### src/rtl/core/assert_macros.svh
// Assertion helper macros
`ifndef ASSERT_MACROS_SVH
`define ASSERT_MACROS_SVH
`ifndef SYNTH
`define ASSERT_IMPL(label, clk, rst_n, prop) \
    label: assert property (@(posedge clk) disable iff (!rst_n) prop) \
        else $error("assertion failed");
`define ASSERT_NEVER(label, clk, rst_n, expr) \
    label: assert property (@(posedge clk) disable iff (!rst_n) !(expr)) \
        else $error("forbidden condition");
`else
`define ASSERT_IMPL(label, clk, rst_n, prop)
`define ASSERT_NEVER(label, clk, rst_n, expr)
`endif
`endif

### src/rtl/core/icf_pkg.sv
// ----------------------------------------------------------------------------
// icf_pkg
// Shared opcodes, widths and types of the constant folder.
// ----------------------------------------------------------------------------
package icf_pkg;
    localparam int VREGS_DEF = 256;
    localparam int CFG_W     = 9;
    localparam int VAL_W     = 64;

    typedef enum logic [4:0] {
        OP_IMM = 5'd0, OP_MOV = 5'd1, OP_ADD = 5'd2, OP_SUB = 5'd3, OP_MUL = 5'd4,
        OP_DIV = 5'd5, OP_MOD = 5'd6, OP_EQ = 5'd7, OP_NEQ = 5'd8, OP_LT = 5'd9,
        OP_GT = 5'd10, OP_LTE = 5'd11, OP_GTE = 5'd12, OP_AND = 5'd13,
        OP_OR = 5'd14, OP_XOR = 5'd15, OP_SHL = 5'd16, OP_SHR = 5'd17,
        OP_NEG = 5'd18, OP_NOT = 5'd19, OP_BITNOT = 5'd20, OP_BARRIER = 5'd21,
        OP_OTHER = 5'd22
    } t_op;

    // Front-end classification handed to the back end
    typedef struct packed {
        logic [4:0]       op;
        logic             dok;
        logic             aok;
        logic             bok;
        logic [7:0]       d;
        logic [7:0]       a;
        logic [7:0]       b;
        logic [VAL_W-1:0] imm;
        logic             last;
    } t_cmd;
endpackage

### src/rtl/core/icf_front.sv
// ----------------------------------------------------------------------------
// icf_front
// Accept instructions, check register indices, push commands to the queue.
// ----------------------------------------------------------------------------
module icf_front
    import icf_pkg::*;
#(
    parameter int VREGS = VREGS_DEF
) (
    input  logic             i_clk,
    input  logic             i_rst_n,
    input  logic             i_cfg_we,
    input  logic [CFG_W-1:0] i_cfg_wdata,
    input  logic             i_valid,
    output logic             o_ready,
    input  logic [4:0]       i_op,
    input  logic [8:0]       i_dest,
    input  logic [8:0]       i_sa,
    input  logic [8:0]       i_sb,
    input  logic [VAL_W-1:0] i_imm,
    input  logic             i_last,
    output logic             o_valid,
    input  logic             i_ready,
    output t_cmd             o_cmd
);
    localparam int QD = 2;
    logic [CFG_W-1:0] r_lim;
    t_cmd             r_q [QD];
    logic [1:0]       r_cnt;
    logic             r_rp, r_wp;
    logic             push, pop;
    t_cmd             c;
    logic [12:0]      lim_e;

    // Effective limit: min(vregs_in_use, VREGS)
    assign lim_e = (13'(r_lim) < 13'(VREGS)) ? 13'(r_lim) : 13'(VREGS);

    function automatic logic idx_ok(input logic [8:0] f, input logic [12:0] l);
        return !f[8] && (13'(f[7:0]) < l);
    endfunction

    always_comb begin
        c.op   = i_op;
        c.dok  = idx_ok(i_dest, lim_e);
        c.aok  = idx_ok(i_sa, lim_e);
        c.bok  = idx_ok(i_sb, lim_e);
        c.d    = i_dest[7:0];
        c.a    = i_sa[7:0];
        c.b    = i_sb[7:0];
        c.imm  = i_imm;
        c.last = i_last;
    end

    assign o_ready = (r_cnt != 2'(QD));
    assign push    = i_valid && o_ready;
    assign o_valid = (r_cnt != 2'd0);
    assign pop     = o_valid && i_ready;
    assign o_cmd   = r_q[r_rp];

    always_ff @(posedge i_clk) begin
        if (!i_rst_n) begin
            r_lim <= CFG_W'(256);
            r_cnt <= '0;
            r_rp  <= 1'b0;
            r_wp  <= 1'b0;
        end else begin
            if (i_cfg_we) r_lim <= i_cfg_wdata;
            if (push) begin
                r_q[r_wp] <= c;
                r_wp      <= ~r_wp;
            end
            if (pop) r_rp <= ~r_rp;
            r_cnt <= r_cnt + 2'(push) - 2'(pop);
        end
    end
endmodule

### config.mk
export PLATFORM = sky130hd
export DESIGN_NAME = icf_front
export DESIGN_NICKNAME = d
export VERILOG_FILES = /design/src/rtl/core/assert_macros.svh /design/src/rtl/core/icf_pkg.sv /design/src/rtl/core/icf_front.sv
export SDC_FILE = /design/constraint.sdc
export NUM_CORES = 1
export LEC_CHECK = 0
export ABC_AREA = 1
export BUFFER_PORTS_ARGS = -buffer_cell sky130_fd_sc_hd__buf_2
export CORE_MARGIN = 4
export CORE_UTILIZATION = 45
export DETAILED_ROUTE_END_ITERATION = 8
export PLACE_DENSITY_LB_ADDON = 0.2
export SETUP_SLACK_MARGIN = 0.05
export SLEW_MARGIN = 20
export SYNTH_ARGS = -nofsm -noshare
export SYNTH_HDL_FRONTEND = slang
export SYNTH_SLANG_ARGS = --single-unit
### constraint.sdc
create_clock -name i_clk -period 13 [get_ports i_clk]
set_input_delay 1.95 -clock i_clk [delete_from_list [all_inputs] [get_ports i_clk]]
set_output_delay 1.95 -clock i_clk [all_outputs]
set_load 0.02 [all_outputs]
==> flow_summary_export.csv <==
group,metric,value,unit
status,status,"finished, final reports clean",
yosys,yosysMostFrequentCell,"edfxtp_1",
worst_hold_path,hold_path.class,"reg2reg",
power,report.power.total,1.91,mW
critical_path,crit_buf_inv,2,
yosys,syn_avg_cell_area,17.0,sq um
critical_path,startpoint_type,"flop",
sta,finalCritPeriodShare,35.7,%
critical_path,arrival,2.69,ns
layout,fin_nets,843,
layout,areaGrowthSynthToFinish,24.8,%
global_route,grt_max_degree,67,
worst_hold_path,hold_path_end,"r_wp$_SDFFE_PN0P_",
critical_path,r2r_start,"r_cnt[0]$_SDFF_PN0_",
cts,cts_buffers,22,
critical_path,r2r_end,"r_q[0][60]$_DFFE_PP_",
sta,fin_setup_tns,0,ns
cts,cts_setup_buffers,0,
layout,n_antenna_cell,0,
power,p_per_area,184,nW/um^2
critical_path,cpPeakStageDelay,0.79,ns
yosys,ys.flop_type,"edfxtp_1",
cts,clk_pin_slew,0.06,ns
critical_path,crit_path_max_fanout,61,
yosys,synthArstFlopShare,0,%
route,vias,4768,
yosys,synth-seq-cells,208,
cts,h-tree-depth,1,
cts,insertion_delay,0.49,ns
die,die_w,144,um
sta,fin_ws,8.36,ns
critical_path,crit_chain,"buf_4, mux2_2, buf_2",
yosys,synth.mux.area_fraction,14.5,%
route,drc,0,
global_route,antenna_found_initial,1,
sta,finalMaxSlewViolations,0,
critical_path,slowest_stage,"buf_4",
route,first_iter_violations,228,
critical_path,critical-path-top-delay-family,"buffers and inverters",
place,hpwl,11600,um
sta,max_slew_margin,30.5,%
yosys,synth_common_cells,"edfxtp_1 (194), mux2_2 (67), nand2_1 (51)",
route,vias_per_cell,5.00,
critical_path,cp.required,11.05,ns
cts,clock_sinks,208,
layout,postLayoutCoreUtil,57.4,%
yosys,syn_inst,487,
sta,fmax,215,MHz
cts,cts_resized,0,
yosys,netlist_area,8300,sq um
yosys,synth_area_leaders,"edfxtp_1 (70%), mux2_2 (9.1%), mux2_4 (5.4%), ha_1 (3.5%), dfxtp_1 (3.4%)",
die,die_h,144,um
yosys,synth_compound_area_share,1.30,%
yosys,syn_nets,621,
critical_path,r2r_setup_slack,10.25,ns
yosys,synth-xor-area-share,0.106,%
cts,cts_root_buf,"clkbuf_16",
die,floorplan.initialDensity,46.0,%
route,wl,16900,um
sta,worst_pin_slew,1.04,ns
critical_path,critPathKind,"reg2out",
yosys,yosys.area_share.simple,4.63,%
sta,min_period,4.64,ns
place,io_buffers,209,
sta,setup_viol,0,
yosys,synth_edf_count,194,
layout,drive_gt1_share,48.1,%
power,ir_worst_vdd,0.109,mV
run,maxCapViolCount,0,
place,pre_cts_slack,8.54,ns
sta,rsz0062_at_grt,"no",
global_route,grt_remaining_overflow,0,
route,ant_nets,0,
sta,finalHoldViolations,0,
layout,register_area,6110,sq um
sta,fin_hold_ws,0.474,ns
die,rows,49,
yosys,ys_seq_area_share,73.6,%
critical_path,rr_worst_depth,5,
cts,clockBufferDepth,3,
yosys,synth_top_family_by_area,"multiplexers",
cts,cts_tree,"built",
yosys,yosys.area.top_type,"edfxtp_1",
die,die-area,20700,sq um
sta,finClkSkew,0.0103,ns
layout,multi_input_area,2010,sq um
worst_hold_path,min_from,"r_wp$_SDFFE_PN0P_",
yosys,ys.warnings.count,0,
layout,fill_cells,1445,
route,wl_per_cell,17.7,um
global_route,grt_util_all_layers,15.6,%
worst_hold_path,holdPathStages,2,
power,power.leakage,4.10,nW
place,finalWeightedCongestion,0.812,
die,ios,210,
global_route,grt_pass1_wl,25300,um
yosys,yosysUniqueCellTypes,19,
yosys,synthAdderAreaFrac,3.47,%
cts,cts_hold_buf,0,
global_route,grt_pass1_vias,4948,
route,dr.pass1.iters,5,
yosys,synth_top_cell_area_share,70.2,%
critical_path,critPathCaptureType,"primary output",
die,core_area,18000,sq um
## layout by cell type (no fill, tap or decap), drive strengths merged, types with 3 or more instances in the layout
cell type,synthesis,layout
o21ai,9,9
a21oi,11,11
clkbuf,2,25
bufinv,0,5
nand4,3,3
dfxtp,14,14
mux2,97,97
nand3,7,7
nor2,34,34
edfxtp,194,194
ha,23,23
nand2,51,51
clkinv,0,10
buf,13,213
inv,25,25
## power by group
group	internal, mW	switching, mW	total [mW]	leakage [nW]
registers	0.799	0.0331	0.832	1.89
logic	0.175	0.241	0.416	1.82
clock network	0.420	0.239	0.659	0.389
## worst register-to-register path, cell delays in order (launching register included)
cell and delay, ns:
dfxtp_1 0.38, inv_1 0.06, nand2_1 0.09, nand3_1 0.14, nor2_4 0.81, buf_4 0.84
## metal layers
layer,vias up,track usage (%),routed length [um]
met5,-,0,7
met4,2,4.91,461
met3,36,4.36,1460
met2,177,26.2,8080
met1,2298,19.8,6920
li1,2255,-,-
## logic make-up after synthesis
family,count (synthesis)
AO/OA/AOI/OAI,21
XOR/XNOR,1
adder cells (fa/ha/maj),23
buffers and inverters,40
flip-flops,208
multiplexers,97
AND/OR/NAND/NOR,97
## state kept, by name, indices dropped and copies added, names as in the netlist, named ones only
| signal | count |
|---|---|
| r_wp | 1 |
| r_q | 194 |
| r_lim | 9 |
| r_cnt | 2 |
| r_rp | 1 |
## stage by stage
| stage | cell area (sq um) | cells |
|---|---|---|
| floorplan | 8300 | 487 |
| global placement | 9570 | 914 |
| detailed placement | 9570 | 914 |
| CTS | 10400 | 954 |
| global route | 10400 | 954 |
| finish | 10400 | 954 |
## layout make-up
| class | count | share of cell area (%) |
|---|---|---|
| sequential | 208 | 59.0 |
| inverter | 25 | 0.907 |
| timing repair buffer | 213 | 10.4 |
| tap | 229 | 2.77 |
| clock buffer | 25 | 5.63 |
| multi-input combinational | 239 | 19.4 |
| clock inverter | 15 | 1.90 |
## how the worst max path moves through the flow
stage                       start  slack (ns)  cells past startpoint                   end
after CTS                    flop        8.31                      3              o_cmd[9]
after global placement    i_rst_n        8.62                      4  r_q[0][60]$_DFFE_PP_
final                        flop        8.36                      3             o_cmd[48]
after detailed placement  i_rst_n        8.54                      4  r_q[0][60]$_DFFE_PP_
after global routing         flop        8.22                      3             o_cmd[18]
after floorplan           i_valid        3.73                      2   r_q[1][0]$_DFFE_PP_
Note: power is estimated with default switching activity, not from simulation.
